==> config.mk <==
export PLATFORM = sky130hd
export DESIGN_NAME = fixed_width_decimal_printer_flat
export DESIGN_NICKNAME = d
export VERILOG_FILES = /design/src/rtl/fwdp_pkg.sv /design/src/rtl/fwdp_if.sv /design/src/rtl/fwdp_front.sv /design/src/rtl/fwdp_back.sv /design/src/rtl/fixed_width_decimal_printer.sv /design/src/flat_wrapper.sv
export SDC_FILE = /design/constraint.sdc
export NUM_CORES = 1
export LEC_CHECK = 0
export BUFFER_PORTS_ARGS = -buffer_cell sky130_fd_sc_hd__buf_2
export CORE_MARGIN = 2
export CORE_UTILIZATION = 60
export DETAILED_ROUTE_END_ITERATION = 10
export GPL_TIMING_DRIVEN = 1
export PLACE_DENSITY = 0.89
export SLEW_MARGIN = 15
export SYNTH_ARGS = -nofsm -noshare
export SYNTH_HDL_FRONTEND = slang
export SYNTH_SLANG_ARGS = --single-unit
export TNS_END_PERCENT = 100
==> constraint.sdc <==
create_clock -name clk -period 10 [get_ports clk]
set_input_delay 2 -clock clk [delete_from_list [all_inputs] [get_ports clk]]
set_output_delay 2 -clock clk [all_outputs]
set_load 0.02 [all_outputs]
==> src/rtl/fwdp_pkg.sv <==
`default_nettype none

package fwdp_pkg;

	localparam int VALUE_W = 32;
	localparam int COUNT_W = 4;
	localparam int CHAR_W  = 8;
	localparam int DD_BITS = 5;

	localparam logic [CHAR_W-1:0] ASCII_ZERO = 8'd48;
	localparam logic [CHAR_W-1:0] ASCII_ERR  = 8'h45;

	typedef enum logic {
		CMD_DIGITS = 1'b0,
		CMD_ERR    = 1'b1
	} cmd_kind_t;

	typedef struct packed {
		cmd_kind_t            kind;
		logic [VALUE_W-1:0]   value;
		logic [COUNT_W-1:0]   count;
	} cmd_t;

endpackage

`default_nettype wire

==> src/rtl/fwdp_if.sv <==
`default_nettype none

interface fwdp_in_if;
	import fwdp_pkg::*;
	logic               valid;
	logic               ready;
	logic [VALUE_W-1:0] value;
	logic [COUNT_W-1:0] digit_count;
	modport source(output valid, value, digit_count, input ready);
	modport sink(input valid, value, digit_count, output ready);
endinterface

interface fwdp_out_if;
	import fwdp_pkg::*;
	logic              valid;
	logic              ready;
	logic [CHAR_W-1:0] ascii_char;
	logic              last;
	modport source(output valid, ascii_char, last, input ready);
	modport sink(input valid, ascii_char, last, output ready);
endinterface

`default_nettype wire

==> src/rtl/fwdp_front.sv <==
`default_nettype none

module fwdp_front #(
	parameter int MAX_DIGITS = 7
) (
	input  logic            clk,
	input  logic            arst_n,
	fwdp_in_if.sink         din,
	output logic            q_valid,
	output fwdp_pkg::cmd_t  q_cmd,
	input  logic            q_pop
);
	import fwdp_pkg::*;

	cmd_t       slot_q [2];
	logic       wr_ptr_q;
	logic       rd_ptr_q;
	logic [1:0] fill_q;
	logic       push;
	logic       pop;
	cmd_t       new_cmd;

	assign din.ready = (fill_q != 2'd2);
	assign push      = din.valid && din.ready && (din.digit_count != '0);
	assign pop       = q_pop && q_valid;
	assign q_valid   = (fill_q != 2'd0);
	assign q_cmd     = slot_q[rd_ptr_q];

	always_comb begin
		new_cmd.kind  = (din.digit_count > COUNT_W'(MAX_DIGITS)) ? CMD_ERR : CMD_DIGITS;
		new_cmd.value = din.value;
		new_cmd.count = din.digit_count;
	end

	always_ff @(posedge clk or negedge arst_n) begin
		if (!arst_n) begin
			wr_ptr_q <= 1'b0;
			rd_ptr_q <= 1'b0;
			fill_q   <= 2'd0;
		end else begin
			if (push)
				wr_ptr_q <= ~wr_ptr_q;
			if (pop)
				rd_ptr_q <= ~rd_ptr_q;
			unique case ({push, pop})
				2'b10:   fill_q <= fill_q + 2'd1;
				2'b01:   fill_q <= fill_q - 2'd1;
				default: fill_q <= fill_q;
			endcase
		end
	end

	always_ff @(posedge clk) begin
		if (push)
			slot_q[wr_ptr_q] <= new_cmd;
	end

	a_fill_bound: assert property (@(posedge clk) disable iff (!arst_n)
		fill_q != 2'd3)
		else $error("queue fill out of range");

	a_ptr_track: assert property (@(posedge clk) disable iff (!arst_n)
		(fill_q == 2'd0 || fill_q == 2'd2) |-> (wr_ptr_q == rd_ptr_q))
		else $error("queue pointers disagree with fill");

	a_pop_valid: assert property (@(posedge clk) disable iff (!arst_n)
		q_pop |-> q_valid)
		else $error("pop from empty queue");

endmodule

`default_nettype wire

==> src/rtl/fwdp_back.sv <==
`default_nettype none

module fwdp_back #(
	parameter int MAX_DIGITS = 7
) (
	input  logic            clk,
	input  logic            arst_n,
	input  logic            q_valid,
	input  fwdp_pkg::cmd_t  q_cmd,
	output logic            q_pop,
	fwdp_out_if.source      dout
);
	import fwdp_pkg::*;

	localparam int BCD_W  = 4 * MAX_DIGITS;
	localparam int STEPS  = (VALUE_W + DD_BITS - 1) / DD_BITS;
	localparam int BIN_W  = STEPS * DD_BITS;
	localparam int STEP_W = (STEPS > 1) ? $clog2(STEPS) : 1;
	localparam int LEFT_W = $clog2(MAX_DIGITS + 1);
	localparam int SH_W   = $clog2(BCD_W);

	typedef enum logic [2:0] {
		CV_IDLE = 3'b001,
		CV_RUN  = 3'b010,
		CV_DONE = 3'b100
	} cv_state_t;

	cv_state_t          cv_state_q;
	cv_state_t          cv_state_n;
	logic [STEP_W-1:0]  cv_step_q;
	logic [BIN_W-1:0]   cv_bin_q;
	logic [BCD_W-1:0]   cv_bcd_q;
	logic [BCD_W-1:0]   bcd_n;
	cmd_kind_t          cv_kind_q;
	logic [COUNT_W-1:0] cv_count_q;

	logic               em_valid_q;
	logic               em_err_q;
	logic [LEFT_W-1:0]  em_left_q;
	logic [BCD_W-1:0]   em_dig_q;
	logic [SH_W-1:0]    em_shift;

	logic em_free;
	logic em_load;
	logic cv_take;
	logic last_step;
	logic out_xfer;

	assign out_xfer  = dout.valid && dout.ready;
	assign em_free   = !em_valid_q || (dout.ready && em_left_q == LEFT_W'(1));
	assign em_load   = (cv_state_q == CV_DONE) && em_free;
	assign cv_take   = (cv_state_q == CV_IDLE) || em_load;
	assign q_pop     = q_valid && cv_take;
	assign last_step = (cv_step_q == STEP_W'(STEPS - 1));
	assign em_shift  = SH_W'(BCD_W - 4 * int'(cv_count_q));

	// shift-and-add-3, DD_BITS bits per cycle, low digits only
	always_comb begin
		bcd_n = cv_bcd_q;
		for (int b = 0; b < DD_BITS; b++) begin
			for (int d = 0; d < MAX_DIGITS; d++) begin
				if (bcd_n[4*d +: 4] >= 4'd5)
					bcd_n[4*d +: 4] = bcd_n[4*d +: 4] + 4'd3;
			end
			bcd_n = {bcd_n[BCD_W-2:0], cv_bin_q[BIN_W-1-b]};
		end
	end

	always_comb begin
		cv_state_n = cv_state_q;
		unique case (cv_state_q)
			CV_IDLE: begin
				if (q_valid)
					cv_state_n = (q_cmd.kind == CMD_ERR) ? CV_DONE : CV_RUN;
			end
			CV_RUN: begin
				if (last_step)
					cv_state_n = CV_DONE;
			end
			CV_DONE: begin
				if (em_free) begin
					if (q_valid)
						cv_state_n = (q_cmd.kind == CMD_ERR) ? CV_DONE : CV_RUN;
					else
						cv_state_n = CV_IDLE;
				end
			end
			default: cv_state_n = CV_IDLE;
		endcase
	end

	always_ff @(posedge clk or negedge arst_n) begin
		if (!arst_n) begin
			cv_state_q <= CV_IDLE;
			cv_step_q  <= '0;
			em_valid_q <= 1'b0;
			em_left_q  <= '0;
		end else begin
			cv_state_q <= cv_state_n;
			if (q_pop)
				cv_step_q <= '0;
			else if (cv_state_q == CV_RUN)
				cv_step_q <= cv_step_q + STEP_W'(1);
			if (em_load) begin
				em_valid_q <= 1'b1;
				em_left_q  <= (cv_kind_q == CMD_ERR) ? LEFT_W'(1) : LEFT_W'(cv_count_q);
			end else if (out_xfer) begin
				em_left_q <= em_left_q - LEFT_W'(1);
				if (em_left_q == LEFT_W'(1))
					em_valid_q <= 1'b0;
			end
		end
	end

	always_ff @(posedge clk) begin
		if (q_pop) begin
			cv_kind_q  <= q_cmd.kind;
			cv_count_q <= q_cmd.count;
			cv_bin_q   <= BIN_W'(q_cmd.value);
			cv_bcd_q   <= '0;
		end else if (cv_state_q == CV_RUN) begin
			cv_bin_q <= cv_bin_q << DD_BITS;
			cv_bcd_q <= bcd_n;
		end
		if (em_load) begin
			em_err_q <= (cv_kind_q == CMD_ERR);
			em_dig_q <= cv_bcd_q << em_shift;
		end else if (out_xfer) begin
			em_dig_q <= em_dig_q << 4;
		end
	end

	assign dout.valid      = em_valid_q;
	assign dout.ascii_char = em_err_q ? ASCII_ERR
		: (ASCII_ZERO + {{(CHAR_W-4){1'b0}}, em_dig_q[BCD_W-1 -: 4]});
	assign dout.last       = (em_left_q == LEFT_W'(1));

	a_left_nonzero: assert property (@(posedge clk) disable iff (!arst_n)
		em_valid_q |-> (em_left_q != '0))
		else $error("emitter valid with no characters left");

	a_err_single: assert property (@(posedge clk) disable iff (!arst_n)
		(em_valid_q && em_err_q) |-> (em_left_q == LEFT_W'(1)))
		else $error("error mark spans more than one character");

	a_hold_done: assert property (@(posedge clk) disable iff (!arst_n)
		((cv_state_q == CV_DONE) && !em_free) |=> (cv_state_q == CV_DONE) && em_valid_q)
		else $error("converted item dropped while emitter busy");

	a_step_range: assert property (@(posedge clk) disable iff (!arst_n)
		(cv_state_q == CV_RUN) |-> (cv_step_q <= STEP_W'(STEPS - 1)))
		else $error("conversion step counter overran");

endmodule

`default_nettype wire

==> src/rtl/fixed_width_decimal_printer.sv <==
`default_nettype none

// channel | dir | fields                   | transfer
// din     | in  | value[31:0], digit_count | valid && ready
// dout    | out | ascii_char[7:0], last    | valid && ready
//
// Conversion runs 5 binary bits per cycle, then hands each digit item off
// into the emitter. The emitter gives one character per cycle while dout
// is ready; an error item is a single character. A two-entry queue
// lets input accept while the converter and emitter work, and the
// converter starts the next item while the emitter sends the last.
// Items with a zero count are accepted and dropped in the front part.
// Reset clears the queue, converter and emitter; no clearing pass.

module fixed_width_decimal_printer #(
	parameter int MAX_DIGITS = 7
) (
	input  logic       clk,
	input  logic       arst_n,
	fwdp_in_if.sink    din,
	fwdp_out_if.source dout
);
	import fwdp_pkg::*;

	logic q_valid;
	cmd_t q_cmd;
	logic q_pop;

	fwdp_front #(
		.MAX_DIGITS(MAX_DIGITS)
	) u_front (
		.clk     (clk),
		.arst_n  (arst_n),
		.din     (din),
		.q_valid (q_valid),
		.q_cmd   (q_cmd),
		.q_pop   (q_pop)
	);

	fwdp_back #(
		.MAX_DIGITS(MAX_DIGITS)
	) u_back (
		.clk     (clk),
		.arst_n  (arst_n),
		.q_valid (q_valid),
		.q_cmd   (q_cmd),
		.q_pop   (q_pop),
		.dout    (dout)
	);

endmodule

`default_nettype wire
==> src/flat_wrapper.sv <==
// flat-port wrapper written by rule: the top's interface ports become plain ports
module fixed_width_decimal_printer_flat import fwdp_pkg::*;
#(
	parameter int MAX_DIGITS = 7
)
  (clk, arst_n, din_valid, din_value, din_digit_count, din_ready, dout_valid, dout_ascii_char, dout_last, dout_ready);
  fwdp_in_if din_i ();
  fwdp_out_if dout_i ();
  input  logic clk;
  input  logic arst_n;
  input wire logic [$bits(din_i.valid)-1:0] din_valid;
  input wire logic [$bits(din_i.value)-1:0] din_value;
  input wire logic [$bits(din_i.digit_count)-1:0] din_digit_count;
  output wire logic [$bits(din_i.ready)-1:0] din_ready;
  output wire logic [$bits(dout_i.valid)-1:0] dout_valid;
  output wire logic [$bits(dout_i.ascii_char)-1:0] dout_ascii_char;
  output wire logic [$bits(dout_i.last)-1:0] dout_last;
  input wire logic [$bits(dout_i.ready)-1:0] dout_ready;
  assign din_i.valid = din_valid;
  assign din_i.value = din_value;
  assign din_i.digit_count = din_digit_count;
  assign din_ready = din_i.ready;
  assign dout_valid = dout_i.valid;
  assign dout_ascii_char = dout_i.ascii_char;
  assign dout_last = dout_i.last;
  assign dout_i.ready = dout_ready;
  fixed_width_decimal_printer #(.MAX_DIGITS(MAX_DIGITS)) u_core (.clk(clk), .arst_n(arst_n), .din(din_i), .dout(dout_i));
endmodule
; ---- Yosys cells after proc, flatten, opt, wreduce, memory -nomap -nowiden
; Memory sizes are Yosys's and may differ from the RTL's.
; Index checks and enable logic that the tools add are counted.
[word_totals]
register_bits = 110
mem_bits_rw = 74
in_bits = 40
out_inout_bits = 11
wordCells = 182
mem_count = 1
[memory_table]
columns = name, words, word_bits, read_ports, rd_ports_with_merged_regs, write_ports, line
row1 = u_core.u_front.slot_q, 2, 37, 1, 0, 1, fwdp_front.sv:15  ; cmd_t slot_q [2];
[classes]
addsub = 41
magnitude_cmp = 36
eq_ne = 11
n_shift = 1
muxes = 58
bitwise_logic = 2
n_reduce_logical = 18
[op_table]
columns = op, n
row1 = "greater-or-equal comparator 4 x 3 -> 1 bit, second input constant", 35
row2 = "adder 4 x 2 -> 4 bit, second input constant", 30
row3 = two-way mux 4 bit, 30
row4 = two-way mux 32 bit, 2
row5 = two-way mux 28 bit, 2
row6 = two-way mux 3 bit, 15
row7 = << shifter 28 x 5 -> 28 bit, 1
row8 = "adder 3 x 2 -> 3 bit, second input constant", 5
row9 = nonzero test 2 bit, 5
row10 = case mux 3 bit (3 select lines), 1
row11 = "!= test 2 bit, second input constant", 4
row12 = "adder 6 x 4 -> 7 bit, first input constant", 1
row13 = logical AND 1 bit, 7
row14 = two-way mux 7 bit, 1
row15 = "equality test 3 x 1 -> 1 bit, second input constant", 2
row16 = "equality test 3 bit, second input constant", 2
row17 = two-way mux 1 bit, 6
row18 = "subtractor 5 bit, first input constant", 1
row19 = "greater-than comparator 4 x 3 -> 1 bit, second input constant", 1
row20 = case mux 2 bit (2 select lines), 1
row21 = nonzero test 4 bit, 1
row22 = "adder 3 x 1 -> 3 bit, second input constant", 1
row23 = "equality test 3 x 2 -> 1 bit, second input constant", 1
row24 = AND reduction 3 bit, 1
row25 = other kinds (9), 11

; ---- Longest topological paths before layout
[depth]
ltp_word = 10
mapped_depth = 23
depth_no_buf = 23

; ---- Cells and area by module
; A second synthesis with hierarchy kept.
[unflattened]
cells_unflattened = 1263
area_unflattened_um2 = 12246.7
[modules_own_cells]
columns = mod, n_inst, cells_per_inst, area_each_um2, seq_area_each_um2
row1 = fwdp_back, 1, 1128, 9357.7, 2824.0
row2 = fwdp_front, 1, 135, 2889.0, 2322.2

; ---- Worst setup path after synthesis
; No wires, ideal clock.
[synth_path]
path_type = input to register
start = input port din_digit_count[1]
end = memory u_core.u_front.slot_q[0][0] (netlist bit) (enable)
t_arrival_ps = 3783
t_required_ps = 9571
path_slack_ps = 5788
stages = 3
cell_sequence = or4_1 -> nand3_1 -> nor2_1
[synth_between]
elab_chain_len = 4
[synth_rtl]
columns = item, line
row1 = from (decl), flat_wrapper.sv:13  ; input wire logic [$bits(din_i.digit_count)-1:0] din_digit_count;
row2 = nonzero test 4 bit, fwdp_front.sv:24  ; assign push = din.valid && din.ready && (din.digit_count != '0);
row3 = logical AND 1 bit, fwdp_front.sv:24
row4 = two-way mux 1 bit, fwdp_front.sv:54  ; if (push)
row5 = two-way mux 1 bit (not written as such), fwdp_front.sv:55  ; slot_q[wr_ptr_q] <= new_cmd;
row6 = to (decl), fwdp_front.sv:15
; Every way passes these cells.

; ---- Worst setup path after layout
[layout_path]
start = register u_core.u_back.cv_bcd_q[4]
end = register u_core.u_back.cv_bcd_q[10]
[layout_between]
elab_chain_len = 10
[layout_rtl]
columns = item, line
row1 = from (decl), fwdp_back.sv:32  ; logic [BCD_W-1:0] cv_bcd_q;
row2 = from (signal assigned), fwdp_back.sv:123  ; cv_bcd_q <= bcd_n;
row3 = adder 4 x 2 -> 4 bit or greater-or-equal comparator 4 x 3 -> 1 bit (tied branches), "fwdp_back.sv:63, fwdp_back.sv:62"
row4 = two-way mux 4 bit (*), fwdp_back.sv:62  ; if (bcd_n[4*d +: 4] >= 4'd5)
row5 = adder 4 x 2 -> 4 bit or greater-or-equal comparator 4 x 3 -> 1 bit (tied branches), "fwdp_back.sv:63, fwdp_back.sv:62"
row6 = two-way mux 4 bit, fwdp_back.sv:62
row7 = adder 4 x 2 -> 4 bit or greater-or-equal comparator 4 x 3 -> 1 bit (tied branches), "fwdp_back.sv:63, fwdp_back.sv:62"
row8 = two-way mux 4 bit, fwdp_back.sv:62
row9 = adder 4 x 2 -> 4 bit or greater-or-equal comparator 4 x 3 -> 1 bit (tied branches), "fwdp_back.sv:63, fwdp_back.sv:62"
row10 = two-way mux 4 bit, fwdp_back.sv:62
row11 = adder 4 x 2 -> 4 bit or greater-or-equal comparator 4 x 3 -> 1 bit (tied branches), "fwdp_back.sv:63, fwdp_back.sv:62"
row12 = two-way mux 4 bit (*), fwdp_back.sv:62
; Mark *: on every way between the ends. The rest lies on a longest branch, timed or not.
; A chain may end at the register's enable or synchronous reset.

==> results by group <==
Drt
  – Vias per cell: 6.276
  – DR WL/cell: 17.47 µm
  – Remaining antenna violation count: 0
  – DR pass1 iterations: 5
  – Routed vias: 9427
  – DRC viols: 0
  – DRT Wirelength: 26.23 mm
  – Initial detailed-routing violation count: 678

Die
  – Die Span Y: 143.5 µm
  – Die Area: 20580 µm²
  – # rows: 51
  – Core area: 19270 µm²
  – Io pins: 51
  – Die W: 143.5 µm
  – Initial core utilization: 60.55%

Logic synthesis
  – Adder-Cell Fraction of Synth Area: 4.075%
  – Mean area per synthesized cell: 9.644 µm²
  – Multiplexer share of the synthesized area: 7.259%
  – Cell count after synthesis: 1210
  – Main combinational cell family by area after synthesis: compound AO/OA/AOI/OAI gates
  – Simple-gate portion of the synthesized area: 16.11%
  – Mapped Area: 11670 µm²
  – Post-synth cell types: 110
  – Primary FF master, synth: edfxtp_1
  – Yosys warnings: 0
  – Register area share after synthesis: 43.59%
  – Synth Area in Compound Gates: 22.97%
  – Asr flop ratio synth: 7.692%
  – Number of synthesized flops with an enable pin: 137
  – Net Count, Synth: 1288
  – Synth Register Bits: 182
  – Post-synthesis xor/xnor area fraction: 1.608%

Run
  – Max Cap Violations: 0

Setup path
  – Critical-path cell list: inv_1 > ha_1 > nor2b_1 > nor3_1 > nor2_1 > inv_1 > ha_1 > a21oi_1 > o211a_1 > nor2_1 > inv_1 > ha_1 > o21bai_1 > a211o_1 > and2_1 > inv_1 > ha_1 > inv_1 > a211oi_1 > nor2_1 > o2111ai_1 > o221ai_1
  – Worst Setup End Kind: flip-flop
  – Crit-path leading delay family: compound AO/OA/AOI/OAI gates
  – WP data arrival: 5.14 ns
  – Critical Path RT: 10.30 ns
  – Cell mode on critical path: inv_1
  – WP buf/inv: 5
  – Worst Path Max Fanout: 7
  – Critical path startpoint category: flip-flop
  – Critical Setup Path Class: reg -> reg
  – Critical Path Max Stage Delay: 0.62 ns
  – CP max-delay cell: a211oi_1

Cells and area
  – Antenna diode count: 0
  – Design Area, Final: 12630 µm²
  – Layout cell share with drive strength beyond 1: 15.04%
  – Commonest cells after routing, fill and taps aside: 137 x nand2_1, 137 x edfxtp_1, 83 x o21ai_0, 77 x nor2_1, 73 x a21oi_1
  – Filler Cells Inserted: 1483
  – Final Net Count: 1302
  – Area delta synth->final: 8.256%

Global route
  – Gr usage total: 25.78%
  – Overflow after GRT: 0
  – First-pass GRT wire length: 42.10 mm
  – Initial antenna violation count: 0
  – Vias in the first global route: 8650
  – Largest net degree at the start of global routing: 79

Place
  – RD Place Congestion: 0.9278
  – Port bufs: 49
  – Post-DP Area: 12050 µm²
  – Post-DP HPWL: 18.10 mm

Hold path
  – Worst Hold Class: reg -> reg

Clock tree
  – CTS Root Cell: clkbuf_16
  – Post-cts resize count: 0
  – Post-CTS Setup Bufs: 0
  – CTS tree: done
  – Clock buffer count from CTS: 17
  – Clk slew on worst S/H paths: 0.07 ns
  – Worst-case clock buffer depth: 2
  – Clk_lat worst skew: 0.44 ns
  – Sink Count: 182
  – Deepest level of the CTS H-tree: 4
  – # hold bufs at CTS: 0

Timing
  – Hold WS: 0.4500 ns
  – Final Hold Viols: 0
  – Slew Limit Fails: 0
  – Slew HR: 26.88%
  – Setup Total Neg Slack: 0 ns
  – # setup viols final: 0
  – Least-Margin Pin Slew: 1.097 ns
  – Skew final: 0.01747 ns
  – Tcrit/Tclk final: 48.38%
  – Max Fclk: 206.7 MHz
  – Min Tclk post-route: 4.838 ns
  – RSZ-0062 raised after global routing: no

Status
  – Status: completed
## flip-flops by register name (all words and copies together), names as in the netlist
name	flops
u_core.u_back.em_err_q	1
u_core.u_back.cv_step_q	3
u_core.u_back.em_dig_q	28
u_core.u_back.cv_count_q	3
u_core.u_front.wr_ptr_q	1
u_core.u_back.cv_bcd_q	28
u_core.u_front.slot_q	72
u_core.u_back.cv_bin_q	35
u_core.u_back.em_left_q	3
u_core.u_front.rd_ptr_q	1
u_core.u_back.cv_kind_q	1
u_core.u_back.cv_state_q	3
u_core.u_front.fill_q	2
u_core.u_back.dout.valid	1
## final timing paths
check	from	endpoint	slack [ns]	cells after the start
worst max-delay path	u_core.u_back.cv_bcd_q[4]$_SDFFE_PP0N_	u_core.u_back.cv_bcd_q[10]$_SDFFE_PP0N_	5.16	22
worst min-delay path	u_core.u_back.cv_bin_q[27]$_DFFE_PP_	u_core.u_back.cv_bin_q[32]$_SDFFE_PP0N_	0.45	2
worst max register to register	u_core.u_back.cv_bcd_q[4]$_SDFFE_PP0N_	u_core.u_back.cv_bcd_q[10]$_SDFFE_PP0N_	5.16	22
worst min register to register	u_core.u_back.cv_bin_q[27]$_DFFE_PP_	u_core.u_back.cv_bin_q[32]$_SDFFE_PP0N_	0.45	2
max in group asynchronous	arst_n	u_core.u_back.cv_state_q[0]$_DFFE_PN1P_	8.20	1
min in group asynchronous	arst_n	u_core.u_front.wr_ptr_q$_DFFE_PN0P_	1.48	1
## cell usage after synthesis (6+ instances only)
master / number / area [µm²]
o211ai_1: 21 / 157.7
o2111ai_1: 7 / 61.31
a211oi_1: 16 / 120.1
or2_2: 11 / 68.82
nor2b_1: 11 / 68.82
dfxtp_1: 31 / 620.6
buf_1: 9 / 33.78
nand2_1: 137 / 514.2
inv_1: 52 / 195.2
xnor2_1: 12 / 105.1
nor2_2: 6 / 37.54
nor3_1: 26 / 130.1
o21ai_1: 19 / 95.09
o22ai_1: 8 / 50.05
a22o_1: 8 / 70.07
dfrtp_1: 13 / 325.3
and3_1: 7 / 43.79
buf_2: 6 / 30.03
a221oi_1: 7 / 61.31
or2_1: 8 / 50.05
clkbuf_1: 39 / 146.4
or3_1: 11 / 68.82
o31ai_1: 6 / 45.04
o21ai_0: 83 / 415.4
a2bb2oi_1: 6 / 52.55
a21oi_2: 8 / 70.07
a31oi_1: 17 / 106.4
mux2_2: 16 / 180.2
o211a_1: 10 / 100.1
buf_4: 6 / 45.04
ha_1: 38 / 475.5
edfxtp_1: 137 / 4114
a21o_1: 11 / 82.58
nor2_1: 79 / 296.5
o21a_1: 8 / 60.06
nand2b_1: 15 / 93.84
a21oi_1: 73 / 365.4
mux2i_1: 57 / 570.6
a22oi_1: 12 / 90.09
nand3_1: 34 / 170.2
nor3b_1: 6 / 45.04
and2_1: 14 / 87.58
## final cells by class
| cell class | instances | area (µm²) | share of cell area (%) |
|---|---|---|---|
| clock buffers | 18 | 429.2 | 3.397 |
| clock inverters | 14 | 157.7 | 1.248 |
| inverters | 58 | 217.7 | 1.723 |
| multi-input cells | 907 | 6096 | 48.26 |
| flip-flops and latches | 182 | 5087 | 40.27 |
| well taps | 265 | 331.6 | 2.625 |
| repair buffers | 58 | 312.8 | 2.476 |
## per-stage QoR
step | util [%] | setup WS (ns) | std cells
6_report | 65.55 | 5.162 | 1502
3_5_place_dp | 62.50 | 4.919 | 1470
2_1_floorplan | - | 5.788 | 1210
4_1_cts | 65.55 | 5.245 | 1502
5_1_grt | 65.55 | 4.809 | 1502
3_3_place_gp | 62.50 | 5.006 | 1470
## logic make-up (layout without fill, tap and decap cells)
group / count (synthesis) / after routing
muxes: 78 / 78
AOI/OAI and AO/OA: 383 / 383
adders and majority gates: 38 / 38
xor gates and xnor gates: 18 / 18
other: 1 / 1
buffers and inverters: 121 / 148
and+or+nand+nor: 389 / 389
DFF: 182 / 182
## worst register-to-register path: stages (launching register included)
cell	delay (ns)
dfxtp_1	0.43
inv_1	0.12
ha_1	0.26
nor2b_1	0.17
nor3_1	0.45
nor2_1	0.16
inv_1	0.08
ha_1	0.16
a21oi_1	0.05
o211a_1	0.26
nor2_1	0.27
inv_1	0.08
ha_1	0.22
o21bai_1	0.15
a211o_1	0.32
and2_1	0.16
inv_1	0.05
ha_1	0.16
inv_1	0.04
a211oi_1	0.62
nor2_1	0.14
o2111ai_1	0.22
o221ai_1	0.14
## per-layer routing
layer / GRT usage [%] / part of all wire [%] / up-vias
met1: 32.74 / 42 / 4518
met5: 0 / 0 / -
met4: 8.927 / 2.3 / 0
met3: 4.165 / 5.9 / 57
met2: 44.84 / 50 / 309
li1: - / - / 4543
Power is left out: the tool's default activity adds up to more than one toggle a clock period on the data nets, which glitch-free logic cannot reach.
